**src/design/i2cm_pkg.sv**
```systemverilog
package i2cm_pkg;

    // command codes carried in the opcode field
    localparam logic [2:0] OP_NONE  = 3'd0;
    localparam logic [2:0] OP_START = 3'd1;
    localparam logic [2:0] OP_STOP  = 3'd2;
    localparam logic [2:0] OP_WRITE = 3'd3;
    localparam logic [2:0] OP_READ  = 3'd4;
    localparam logic [2:0] OP_WAIT  = 3'd5;

    // configuration register indexes
    localparam logic CFG_TICKS_PER_DELAY = 1'b0;
    localparam logic CFG_ACK_TIMEOUT     = 1'b1;

    localparam int unsigned CFG_WIDTH = 16;
    localparam logic [CFG_WIDTH-1:0] TICKS_PER_DELAY_RESET = 16'd1;
    localparam logic [CFG_WIDTH-1:0] ACK_TIMEOUT_RESET     = 16'd250;
    localparam logic [3:0] BITS_PER_BYTE = 4'd8;

    // one tick request
    typedef struct packed {
        logic [2:0] opcode;
        logic [7:0] write_data;
        logic       send_ack;
        logic       sda_level;
    } item_t;

    // one tick result
    typedef struct packed {
        logic       scl_level;
        logic       sda_release;
        logic       busy;
        logic       done;
        logic [7:0] read_data;
        logic       nack;
    } res_t;

    // configuration values seen by the sequencer
    typedef struct packed {
        logic [CFG_WIDTH-1:0] ticks_per_delay;
        logic [CFG_WIDTH-1:0] ack_timeout;
    } cfg_t;

endpackage

```
**src/design/i2cm_seq.sv**
```systemverilog
module i2cm_seq
(
    input  logic            clk,
    input  logic            rst_n,
    input  logic            step,
    input  i2cm_pkg::item_t item,
    input  i2cm_pkg::cfg_t  cfg,
    output i2cm_pkg::res_t  res
);

    // one-hot command state
    typedef enum logic [5:0] {
        ST_IDLE  = 6'b000001,
        ST_START = 6'b000010,
        ST_STOP  = 6'b000100,
        ST_WRITE = 6'b001000,
        ST_READ  = 6'b010000,
        ST_WAIT  = 6'b100000
    } st_t;

    st_t         st_reg, st_next;
    logic [2:0]  phase_reg, phase_next;
    logic [3:0]  bit_cnt_reg, bit_cnt_next;
    logic [7:0]  shift_reg, shift_next;
    logic [16:0] tick_reg, tick_next;
    logic [15:0] retry_reg, retry_next;
    logic        scl_reg, scl_next;
    logic        sda_reg, sda_next;
    logic        ack_choice_reg, ack_choice_next;
    logic        nack_reg, nack_next;
    logic [7:0]  read_byte_reg, read_byte_next;

    logic        go;
    logic        done;
    logic [16:0] delay_eff;
    logic [16:0] hold1;
    logic [16:0] hold2;
    st_t         op_st;

    // hold lengths for one and two delay units
    assign delay_eff = (cfg.ticks_per_delay == '0) ? 17'd1 : {1'b0, cfg.ticks_per_delay};
    assign hold1     = delay_eff - 17'd1;
    assign hold2     = {delay_eff[15:0], 1'b0} - 17'd1;

    // opcode decode
    always_comb
    begin
        unique case (item.opcode)
            i2cm_pkg::OP_START: op_st = ST_START;
            i2cm_pkg::OP_STOP:  op_st = ST_STOP;
            i2cm_pkg::OP_WRITE: op_st = ST_WRITE;
            i2cm_pkg::OP_READ:  op_st = ST_READ;
            i2cm_pkg::OP_WAIT:  op_st = ST_WAIT;
            default:            op_st = ST_IDLE;
        endcase
    end

    // sequencer next state: a step may chain into one more step in the same tick
    always_comb
    begin
        st_next         = st_reg;
        phase_next      = phase_reg;
        bit_cnt_next    = bit_cnt_reg;
        shift_next      = shift_reg;
        tick_next       = tick_reg;
        retry_next      = retry_reg;
        scl_next        = scl_reg;
        sda_next        = sda_reg;
        ack_choice_next = ack_choice_reg;
        nack_next       = nack_reg;
        read_byte_next  = read_byte_reg;
        done            = 1'b0;
        go              = 1'b0;

        // command launch, hold countdown, or the next step once the hold ends
        if (st_reg == ST_IDLE)
        begin
            if (op_st != ST_IDLE)
            begin
                st_next      = op_st;
                phase_next   = 3'd0;
                bit_cnt_next = 4'd0;
                tick_next    = 17'd0;
                if (op_st == ST_WRITE)
                begin
                    shift_next = item.write_data;
                end
                if (op_st == ST_READ)
                begin
                    shift_next      = 8'd0;
                    ack_choice_next = item.send_ack;
                end
                go = 1'b1;
            end
        end
        else if (tick_reg != 17'd0)
        begin
            tick_next = tick_reg - 17'd1;
        end
        else
        begin
            go = 1'b1;
        end

        // pin steps of the active command
        for (int it = 0; it < 2; it++)
        begin
            if (go)
            begin
                go = 1'b0;
                unique case (st_next)
                    ST_START:
                    begin
                        case (phase_next)
                            3'd0:
                            begin
                                scl_next = 1'b1; sda_next = 1'b1;
                                tick_next = hold1; phase_next = 3'd1;
                            end
                            3'd1:
                            begin
                                sda_next = 1'b0; tick_next = hold1; phase_next = 3'd2;
                            end
                            default:
                            begin
                                scl_next = 1'b0;
                                st_next = ST_IDLE; phase_next = 3'd0; done = 1'b1;
                            end
                        endcase
                    end
                    ST_STOP:
                    begin
                        case (phase_next)
                            3'd0:
                            begin
                                scl_next = 1'b0; sda_next = 1'b0;
                                tick_next = hold1; phase_next = 3'd1;
                            end
                            3'd1:
                            begin
                                scl_next = 1'b1; sda_next = 1'b1;
                                tick_next = hold1; phase_next = 3'd2;
                            end
                            default:
                            begin
                                st_next = ST_IDLE; phase_next = 3'd0; done = 1'b1;
                            end
                        endcase
                    end
                    ST_WRITE:
                    begin
                        case (phase_next)
                            3'd0:
                            begin
                                scl_next   = 1'b0;
                                sda_next   = shift_next[7];
                                shift_next = {shift_next[6:0], 1'b0};
                                tick_next  = hold1; phase_next = 3'd1;
                            end
                            3'd1:
                            begin
                                scl_next = 1'b1; tick_next = hold1; phase_next = 3'd2;
                            end
                            default:
                            begin
                                scl_next     = 1'b0;
                                bit_cnt_next = bit_cnt_next + 4'd1;
                                if (bit_cnt_next < i2cm_pkg::BITS_PER_BYTE)
                                begin
                                    phase_next = 3'd0;
                                    go = 1'b1;
                                end
                                else
                                begin
                                    st_next = ST_IDLE; phase_next = 3'd0; done = 1'b1;
                                end
                            end
                        endcase
                    end
                    ST_READ:
                    begin
                        case (phase_next)
                            3'd0:
                            begin
                                scl_next = 1'b0; sda_next = 1'b1;
                                tick_next = hold2; phase_next = 3'd1;
                            end
                            3'd1:
                            begin
                                scl_next   = 1'b1;
                                shift_next = {shift_next[6:0], item.sda_level};
                                tick_next  = hold1; phase_next = 3'd2;
                            end
                            3'd2:
                            begin
                                bit_cnt_next = bit_cnt_next + 4'd1;
                                if (bit_cnt_next < i2cm_pkg::BITS_PER_BYTE)
                                begin
                                    phase_next = 3'd0;
                                    go = 1'b1;
                                end
                                else
                                begin
                                    read_byte_next = shift_next;
                                    scl_next       = 1'b0;
                                    sda_next       = !ack_choice_next;
                                    tick_next      = hold1; phase_next = 3'd3;
                                end
                            end
                            3'd3:
                            begin
                                scl_next = 1'b1; tick_next = hold1; phase_next = 3'd4;
                            end
                            default:
                            begin
                                scl_next = 1'b0;
                                st_next = ST_IDLE; phase_next = 3'd0; done = 1'b1;
                            end
                        endcase
                    end
                    ST_WAIT:
                    begin
                        case (phase_next)
                            3'd0:
                            begin
                                sda_next = 1'b1; tick_next = hold1; phase_next = 3'd1;
                            end
                            3'd1:
                            begin
                                scl_next   = 1'b1; tick_next = hold1;
                                retry_next = cfg.ack_timeout;
                                phase_next = 3'd2;
                            end
                            default:
                            begin
                                tick_next = 17'd0;
                                if (!item.sda_level)
                                begin
                                    scl_next = 1'b0; nack_next = 1'b0;
                                    st_next = ST_IDLE; phase_next = 3'd0; done = 1'b1;
                                end
                                else if (retry_next <= 16'd1)
                                begin
                                    // timeout: flag nack and run a stop right away
                                    retry_next = 16'd0;
                                    nack_next  = 1'b1;
                                    st_next    = ST_STOP;
                                    phase_next = 3'd0;
                                    go = 1'b1;
                                end
                                else
                                begin
                                    retry_next = retry_next - 16'd1;
                                end
                            end
                        endcase
                    end
                    default:
                    begin
                        st_next = ST_IDLE; phase_next = 3'd0;
                    end
                endcase
            end
        end
    end

    // state registers, updated once per tick
    always_ff @(posedge clk or negedge rst_n)
    begin
        if (!rst_n)
        begin
            st_reg         <= ST_IDLE;
            phase_reg      <= 3'd0;
            bit_cnt_reg    <= 4'd0;
            shift_reg      <= 8'd0;
            tick_reg       <= 17'd0;
            retry_reg      <= 16'd0;
            scl_reg        <= 1'b1;
            sda_reg        <= 1'b1;
            ack_choice_reg <= 1'b0;
            nack_reg       <= 1'b0;
            read_byte_reg  <= 8'd0;
        end
        else if (step)
        begin
            st_reg         <= st_next;
            phase_reg      <= phase_next;
            bit_cnt_reg    <= bit_cnt_next;
            shift_reg      <= shift_next;
            tick_reg       <= tick_next;
            retry_reg      <= retry_next;
            scl_reg        <= scl_next;
            sda_reg        <= sda_next;
            ack_choice_reg <= ack_choice_next;
            nack_reg       <= nack_next;
            read_byte_reg  <= read_byte_next;
        end
    end

    // result of this tick
    assign res.scl_level   = scl_next;
    assign res.sda_release = sda_next;
    assign res.busy        = (st_next != ST_IDLE);
    assign res.done        = done;
    assign res.read_data   = read_byte_next;
    assign res.nack        = nack_next;

endmodule

```
**src/design/i2c_master_byte_engine_core.sv**
```systemverilog
// I2C master byte engine: one request per bus tick.
// Input channel (in_valid / in_stall): opcode, write_data, send_ack and the
// sampled sda_level for one tick. An opcode is taken only on a tick that
// starts idle; otherwise it is ignored.
// Output channel (out_valid / out_stall): exactly one result per request,
// carrying scl_level, sda_release (open drain, 1 = released), busy_res,
// done_res, read_data and nack.
// Configuration: cfg_we writes cfg_wdata into register cfg_index
// (0 ticks_per_delay, 1 ack_timeout); write only while idle.
// Timing: an accepted request is registered in the input register, and its
// result is registered in the result register once the output is free.
// Throughput: one request per cycle while out_stall is low; the sequencer step
// between the input and result registers is pin-step logic that may chain steps.
// Reset: both lines released high, no command active, nack and read_data
// cleared, ticks_per_delay = 1 and ack_timeout = 250; no clearing pass.
// Stall: while out_stall holds a result, one more request is buffered in the
// input register, then in_stall rises until the result is taken.
module i2c_master_byte_engine_core
(
    input  logic        clk,
    input  logic        rst_n,
    input  logic        in_valid,
    output logic        in_stall,
    input  logic [2:0]  opcode,
    input  logic [7:0]  write_data,
    input  logic        send_ack,
    input  logic        sda_level,
    output logic        out_valid,
    input  logic        out_stall,
    output logic        scl_level,
    output logic        sda_release,
    output logic        busy_res,
    output logic        done_res,
    output logic [7:0]  read_data,
    output logic        nack,
    input  logic        cfg_we,
    input  logic        cfg_index,
    input  logic [15:0] cfg_wdata
);

    logic            pend_reg;
    i2cm_pkg::item_t item_reg;
    logic            out_valid_reg;
    i2cm_pkg::res_t  res_reg;
    i2cm_pkg::res_t  res_next;
    i2cm_pkg::cfg_t  cfg_reg;
    logic            advance;
    logic            in_take;

    // handshake
    assign advance  = pend_reg && (!out_valid_reg || !out_stall);
    assign in_stall = pend_reg && !advance;
    assign in_take  = in_valid && !in_stall;

    // configuration registers
    always_ff @(posedge clk or negedge rst_n)
    begin
        if (!rst_n)
        begin
            cfg_reg.ticks_per_delay <= i2cm_pkg::TICKS_PER_DELAY_RESET;
            cfg_reg.ack_timeout     <= i2cm_pkg::ACK_TIMEOUT_RESET;
        end
        else if (cfg_we)
        begin
            unique case (cfg_index)
                i2cm_pkg::CFG_TICKS_PER_DELAY: cfg_reg.ticks_per_delay <= cfg_wdata;
                i2cm_pkg::CFG_ACK_TIMEOUT:     cfg_reg.ack_timeout     <= cfg_wdata;
                default:                       cfg_reg                 <= cfg_reg;
            endcase
        end
    end

    // input register
    always_ff @(posedge clk or negedge rst_n)
    begin
        if (!rst_n)
        begin
            pend_reg <= 1'b0;
        end
        else if (in_take)
        begin
            pend_reg <= 1'b1;
        end
        else if (advance)
        begin
            pend_reg <= 1'b0;
        end
    end

    always_ff @(posedge clk)
    begin
        if (in_take)
        begin
            item_reg.opcode     <= opcode;
            item_reg.write_data <= write_data;
            item_reg.send_ack   <= send_ack;
            item_reg.sda_level  <= sda_level;
        end
    end

    // bus sequencer
    i2cm_seq u_seq
    (
        .clk   (clk),
        .rst_n (rst_n),
        .step  (advance),
        .item  (item_reg),
        .cfg   (cfg_reg),
        .res   (res_next)
    );

    // result register
    always_ff @(posedge clk or negedge rst_n)
    begin
        if (!rst_n)
        begin
            out_valid_reg <= 1'b0;
        end
        else if (advance)
        begin
            out_valid_reg <= 1'b1;
        end
        else if (!out_stall)
        begin
            out_valid_reg <= 1'b0;
        end
    end

    always_ff @(posedge clk)
    begin
        if (advance)
        begin
            res_reg <= res_next;
        end
    end

    assign out_valid   = out_valid_reg;
    assign scl_level   = res_reg.scl_level;
    assign sda_release = res_reg.sda_release;
    assign busy_res    = res_reg.busy;
    assign done_res    = res_reg.done;
    assign read_data   = res_reg.read_data;
    assign nack        = res_reg.nack;

`ifndef SYNTHESIS
    // a finished command never reports busy in the same result
    a_done_not_busy: assert property (@(posedge clk) disable iff (!rst_n)
        (out_valid && done_res) |-> !busy_res)
        else $error("done and busy in one result");

    // input stalls only behind a held result
    a_stall_cause: assert property (@(posedge clk) disable iff (!rst_n)
        in_stall |-> (out_valid && out_stall))
        else $error("input stalled without output backpressure");

    // a buffered request moves to the output when the output is free
    a_pend_moves: assert property (@(posedge clk) disable iff (!rst_n)
        (pend_reg && !(out_valid_reg && out_stall)) |=> out_valid_reg)
        else $error("buffered request not delivered");

    // a taken result with nothing behind it leaves the output empty
    a_out_drains: assert property (@(posedge clk) disable iff (!rst_n)
        (out_valid_reg && !out_stall && !pend_reg) |=> !out_valid_reg)
        else $error("result repeated");
`endif

endmodule
```
**config.mk**
```make
export PLATFORM = sky130hd
export DESIGN_NAME = i2c_master_byte_engine_core
export DESIGN_NICKNAME = d
export VERILOG_FILES = /design/src/design/i2cm_pkg.sv /design/src/design/i2cm_seq.sv /design/src/design/i2c_master_byte_engine_core.sv
export SDC_FILE = /design/constraint.sdc
export NUM_CORES = 1
export LEC_CHECK = 0
export ABC_AREA = 1
export BUFFER_PORTS_ARGS = -buffer_cell sky130_fd_sc_hd__buf_2
export CORE_ASPECT_RATIO = 0.75
export CORE_MARGIN = 8
export CORE_UTILIZATION = 55
export CTS_CLUSTER_DIAMETER = 100
export CTS_CLUSTER_SIZE = 30
export DETAILED_ROUTE_END_ITERATION = 8
export HOLD_SLACK_MARGIN = 0.06
export PLACE_DENSITY = 0.73
export SYNTH_ARGS = -nofsm -noshare
export SYNTH_HDL_FRONTEND = slang
export SYNTH_SLANG_ARGS = --single-unit
```
**constraint.sdc**
```tcl
create_clock -name clk -period 4 [get_ports clk]
set_input_delay 0.8 -clock clk [delete_from_list [all_inputs] [get_ports clk]]
set_output_delay 0.8 -clock clk [all_outputs]
set_load 0.01 [all_outputs]
```
* After elaboration in Yosys (flattened, before gate mapping)
Index checks and enable logic that the tools add are counted.
W data, S select, Z words.
** Cells by class
- Add/subtract/negate cells :: 7
- Bitwise operators :: 1
- Reduce and logical (&&, ||, !) cells :: 26
- Mux-type cells :: 173
- Equality and inequality tests :: 27
- Magnitude comparators :: 4
** Operators by type and width (count)
- $pmux W17 S3 :: 4
- $mux W17 :: 11
- $mux W16 :: 9
- $mux W8 :: 18
- $mux W6 :: 18
- $pmux W16 S2 :: 2
- $mux W1 :: 57
- $sub A17 B1 Y17 const B :: 3
- $pmux W6 S4 :: 2
- $le A16 B1 Y1 const B :: 2
- $mux W4 :: 8
- $pmux W8 S2 :: 2
- $sub A16 B1 Y16 const B :: 2
- $pmux W6 S5 :: 1
- $pmux W1 S2 :: 14
- $mux W3 :: 8
- $pmux W3 S4 :: 2
- $pmux W1 S5 :: 4
- $eq A3 B2 Y1 const B :: 6
- $eq A6 B4 Y1 const B :: 3
- $eq A6 B5 Y1 const B :: 3
- $pmux W3 S3 :: 2
- $reduce_bool A17 Y1 :: 1
- $logic_not A16 Y1 :: 1
- 26 further kinds :: 55
** Word-level totals
- Logic and storage cells :: 263
- Flip-flop bits (word level) :: 126
- Input port bits :: 35
- Output and inout bits :: 15

* Longest topological paths before layout
- Depth in word-level cells :: 17
- Depth in mapped cells :: 28
- Mapped depth without buffers :: 27

* Cells and area by module
A second synthesis with hierarchy kept.
** Second synthesis, totals
- Cell total of the unflattened synthesis :: 1520
- Area total of the unflattened synthesis :: 9857.0 um^2
** By module, submodules not included
- i2cm_seq :: instances 1, seq. area each 1655.3 um^2, cells each 1342, area each 7657.3 um^2
- i2c_master_byte_engine_core :: instances 1, seq. area each 1640.3 um^2, cells each 178, area each 2199.6 um^2

* Least setup slack after synthesis
No wires, ideal clock.
- Path kind :: reg-to-reg
- Start :: register cfg_reg[16] (netlist bit)
- End :: register u_seq.tick_reg[14]
- Period minus slack after synthesis :: 3.134 ns
- Slack :: 0.866 ns
- Stages on the path, launching flop included :: 27
- Library setup time :: 0.118 ns
- Data arrival time :: 3.017 ns
- Path buffers :: 0
- Required time :: 3.882 ns
- Cells stage by stage :: dfstp_2 nor2_1 nand2_1 nor2_1 nand2_1 nor2_1 nor2_1 ha_1 inv_1 nor3_1 nand2_1 nor2_1 nand2_1 nor3_1 xor2_1 inv_1 nand2_1 nand3_1 nand2_1 nand3_1 and2_1 nand2_1 nand3_1 nand2_1 nand2_1 nand3_1 nand2_1
** On the way
- Longest elaborated chain between the ends :: 11
- Elaborated cells between the ends (all ways) :: 16
- Classes of those cells :: add/sub: 2; mux: 13; reduce/logical: 1
** RTL lines
- start: declaration :: line i2c_master_byte_engine_core.sv:46 : i2cm_pkg::cfg_t cfg_reg;
- start signal: assignment :: line i2c_master_byte_engine_core.sv:68 : default: cfg_reg <= cfg_reg;
- $logic_not A16 Y1 :: line i2cm_seq.sv:41 : assign delay_eff = (cfg.ticks_per_delay == '0) ? 17'd1 : {1'b0, cfg.ticks_per_delay};
- $mux W16 * :: line i2cm_seq.sv:41
- $sub A17 B1 Y17 :: line i2cm_seq.sv:42 : assign hold1 = delay_eff - 17'd1;
- $mux W17 :: line i2cm_seq.sv:197 : if (bit_cnt_next < i2cm_pkg::BITS_PER_BYTE)
- $pmux W17 S3 :: line i2cm_seq.sv:182 : case (phase_next)
- $pmux W17 S3 :: line i2cm_seq.sv:111 : unique case (st_next)
- $mux W17 :: line i2cm_seq.sv:108 : if (go)
- $mux W17 :: line i2cm_seq.sv:197
- $pmux W17 S3 :: line i2cm_seq.sv:182
- $pmux W17 S3 :: line i2cm_seq.sv:111
- $mux W17 * :: line i2cm_seq.sv:108
- end signal: assignment :: line i2cm_seq.sv:290 : tick_reg <= tick_next;
- end: declaration :: line i2cm_seq.sv:25 : logic [16:0] tick_reg, tick_next;
Mark *: on every way between the ends. The rest lies on a longest branch, timed or not.
A chain may end at the register's enable or synchronous reset.

* Final worst setup path
- Start :: register u_seq.st_reg[0]
- End :: register u_seq.tick_reg[10]
** On the way
- Longest elaborated chain between the ends :: 13
- Elaborated cells between the ends (all ways) :: 76
- Classes of those cells :: add/sub: 2; order compare: 2; eq/ne: 17; mux: 45; reduce/logical: 10
** RTL lines
- start: declaration :: line i2cm_seq.sv:21 : st_t st_reg, st_next;
- start signal: assignment :: line i2cm_seq.sv:286 : st_reg <= st_next;
- $eq A6 B1 Y1 :: line i2cm_seq.sv:76 : if (st_reg == ST_IDLE)
- $mux W4 / $mux W3 (equally long branches) :: line i2cm_seq.sv:76
- $add A4 B1 Y4, or another cell as far along :: line i2cm_seq.sv:167, i2cm_seq.sv:196
- $lt A4 B4 Y1 / $reduce_or A2 Y1 (equally long branches)
- $mux W2 / $mux W4 (equally long branches) :: line i2cm_seq.sv:197, i2cm_seq.sv:152
- $pmux W3 S4 / $pmux W4 S2 (equally long branches) :: line i2cm_seq.sv:182, i2cm_seq.sv:111
- $pmux W3 S3 / $mux W4 (equally long branches) :: line i2cm_seq.sv:111, i2cm_seq.sv:108
- $mux W3 / $add A4 B1 Y4 (equally long branches) :: line i2cm_seq.sv:108, i2cm_seq.sv:196
- $eq A3 B2 Y1, or another cell as far along :: line i2cm_seq.sv:182
- $reduce_or A2 Y1 (no source line) / $mux W17 (equally long branches)
- $pmux W17 S3, or another cell as far along :: line i2cm_seq.sv:182
- $pmux W17 S3 :: line i2cm_seq.sv:111
- $mux W17 * :: line i2cm_seq.sv:108
Marked as above.

==> results.txt <==
outcome -> finished, final reports clean
Routed Antenna Nets -> 0
Worst EP required -> 4.31 ns
final hold violation count -> 0
CP Data Arrival Time -> 3.86 ns
share of layout cells above drive strength 1 -> 13.5%
post-DR wirelength/cell -> 17.1 um
num ports -> 50
Fillers -> 1,634
Final Skew -> 0.0111 ns
H-tree depth -> 4
crit-path max FO -> 13
diodes inserted -> 0
Largest register FFs -> 32
Mapped Nets -> 1,516
row cnt -> 42
max frequency -> 282 MHz
post-synthesis sequential element count -> 126
measured slew at the worst slew-check pin -> 0.854 ns
kind of critical path -> register to register
RSZ-0062 raised after global routing -> no
CP Launch Type -> register
vias in the first global route -> 9,409
Synth area leader -> dfrtp_1
WL final -> 30.4 mm
Worst-path clk slew -> 0.07 ns
initial antenna violation count -> 0
commonest non-fill, non-tap cells in the layout -> nand2_1 (474), nor2_1 (147), inv_1 (141), o21ai_0 (129), nand3_1 (115)
core area -> 0.0174 mm^2
GRT Total Usage -> 28.4%
share of the synthesized area in the top cell type -> 23.4%
leak pwr -> 5.14 nW
total number of vias -> 10.3k
worst-skew pair later-pin latency -> 0.43 ns
cts bufs inserted -> 17
gp weighted congestion -> 1.02
proportion of synthesized flip-flops having asynchronous set or reset -> 79.4%
global route total overflow -> 0
synth top area cells -> dfrtp_1 (23%), nand2_1 (18%), edfxtp_1 (8.1%)
DIE WIDTH -> 169 um
worst hold margin -> 0.382 ns
Yosys Warn Count -> 0
Vert. Die Dim -> 131 um
TritonCTS clock tree -> done
Max-cap violations -> 0
PortBufs -> 49
R2R depth -> 21
post-route insts no fill -> 1,780
Slew HR -> 42.9%
Area growth, synth to finish -> 12.0%
Sink Count -> 126
Syn Inst Count -> 1,476
drt first pass iters -> 6
Yosys cell types -> 58
final period utilization -> 88.5%
clk root buf -> clkbuf_16
Final Max Slew Viols -> 0
Post-Synthesis Cell Area -> 0.00964 mm^2
CTS max path bufs -> 2
Synth Flop Type -> dfrtp_1
# DRC -> 0
Worst IR Drop VDD -> 0.338 mV
Worst setup EP type -> register
commonest non-fill, non-tap cell in the layout -> nand2_1
Hold Crit Class -> input port to asynchronous set/reset pin
first-pass GRT wire length -> 49.9 mm
largest net degree at the start of global routing -> 76
syn_area_per_cell -> 6.53 um^2
vias per cell -> 5.77
Initial DRC Count -> 1,377
layout net count -> 1,565
setup tns final -> 0 ns
Starting Density -> 55.4%
number of cells after detailed placement -> 1,748
Die ar. -> 0.0221 mm^2
Post-synth EDFFs -> 26
register area share after synthesis -> 34.2%
detailed placer's ending HPWL -> 22.1 mm
min Tclk post-route -> 3.54 ns
Power Density -> 761 mW/mm^2
Final Setup Violations -> 0
==> layer usage <==
layer	part of all wire, %	up-vias	routed length, um	track usage [%]
met4	2.3	0	690	9.63
met1	46	4670	13900	41.2
met5	0	-	0	0
li1	-	4956	-	-
met3	11	67	3460	6.27
met2	41	569	12400	41.1
==> cells by family after synthesis <==
family                   after synthesis  share of synthesized area (%)
AND/OR/NAND/NOR                      845                           38.3
AO/OA/AOI/OAI                        269                           16.2
buffers and inverters                211                           8.88
flip-flops                           126                           34.2
XOR/XNOR                              19                           1.73
adder cells (fa/ha/maj)                5                          0.649
multiplexers                           1                          0.104
==> metrics by stage <==
| stage | total power, mW | area (um^2) | worst slack [ns] | util (%) |
|---|---|---|---|---|
| floorplan | 5.24 | 9640 | 0.866 | - |
| global placement | 6.45 | 10200 | 0.419 | 58.6 |
| detailed placement | 6.48 | 10200 | 0.423 | 58.6 |
| CTS | 8.07 | 10800 | 0.382 | 62.0 |
| global route | 8.83 | 10800 | 0.0269 | 62.1 |
| finish | 8.21 | 10800 | 0.458 | 62.1 |
==> power breakdown <==
| part | leakage, nW | switching (mW) | internal [mW] |
|---|---|---|---|
| combinational | 3.39 | 3.33 | 1.41 |
| clock | 0.286 | 0.657 | 0.905 |
| sequential | 1.46 | 0.289 | 1.62 |
==> area by class of cell <==
class,count,area [um^2],area share (%)
Timing Repair Buffer,82,508,4.71
Clock buffer,19,454,4.21
Sequential cell,126,3300,30.5
Tap cell,242,303,2.80
Clock inverter,13,129,1.19
Inverter,159,599,5.55
Multi-Input combinational cell,1139,5510,51.0
==> synthesized netlist by cell type, types with 4 or more instances <==
library cell / instances
nand2_1: 475
nor2_1: 148
inv_1: 142
o21ai_0: 129
nand3_1: 115
dfrtp_1: 90
a21oi_1: 61
clkbuf_1: 28
edfxtp_1: 26
nand4_1: 21
xor2_1: 17
inv_2: 16
nand2_2: 14
nor3_1: 14
buf_2: 13
nand3_2: 12
a31oi_1: 10
dfstp_2: 10
nor2_2: 10
o211ai_1: 9
o21ai_1: 8
or2_2: 8
o221ai_1: 7
o22ai_1: 7
o32ai_1: 6
and2_1: 5
buf_6: 5
ha_1: 5
nor4_1: 5
a41oi_1: 4
buf_1: 4
nand2_4: 4
nand3b_1: 4
nor2_4: 4
o21ai_2: 4
==> worst max-delay path, cell delays in order (launching register included) <==
cell	delay, ns
dfstp_2	0.58
nand2_1	0.10
nor2_4	0.24
nand2_4	0.16
nand2_2	0.12
nand2_1	0.09
nor2_2	0.24
nand2_2	0.18
inv_2	0.11
nand2_1	0.06
nand3_1	0.08
nand2_1	0.16
nand2_2	0.19
inv_1	0.09
nand4_1	0.15
nand3_2	0.23
inv_2	0.21
nand2_1	0.08
a21oi_1	0.12
nand2_1	0.06
nand3_1	0.11
nand2_1	0.06
==> worst paths after layout <==
kind,start,slack [ns],endpoint
min in group clk,u_seq.sda_reg,0.47,u_seq.sda_reg
worst min-delay path,rst_n,0.38,cfg_reg[13]
max in group asynchronous,rst_n,2.82,u_seq.st_reg[0]
worst max-delay path,u_seq.st_reg[0],0.46,u_seq.tick_reg[10]
worst max register to register,u_seq.st_reg[0],0.46,u_seq.tick_reg[10]
worst min register to register,u_seq.sda_reg,0.47,u_seq.sda_reg
==> timing repair <==
action / in CTS / in global routing
resized for setup: 0 / 3
hold buffers: 0 / 0
endpoints found under the hold margin: 0 / 0
setup buffers: 0 / 0
endpoints found under the setup margin: 0 / 2
Note: power is estimated with default switching activity, not from simulation.
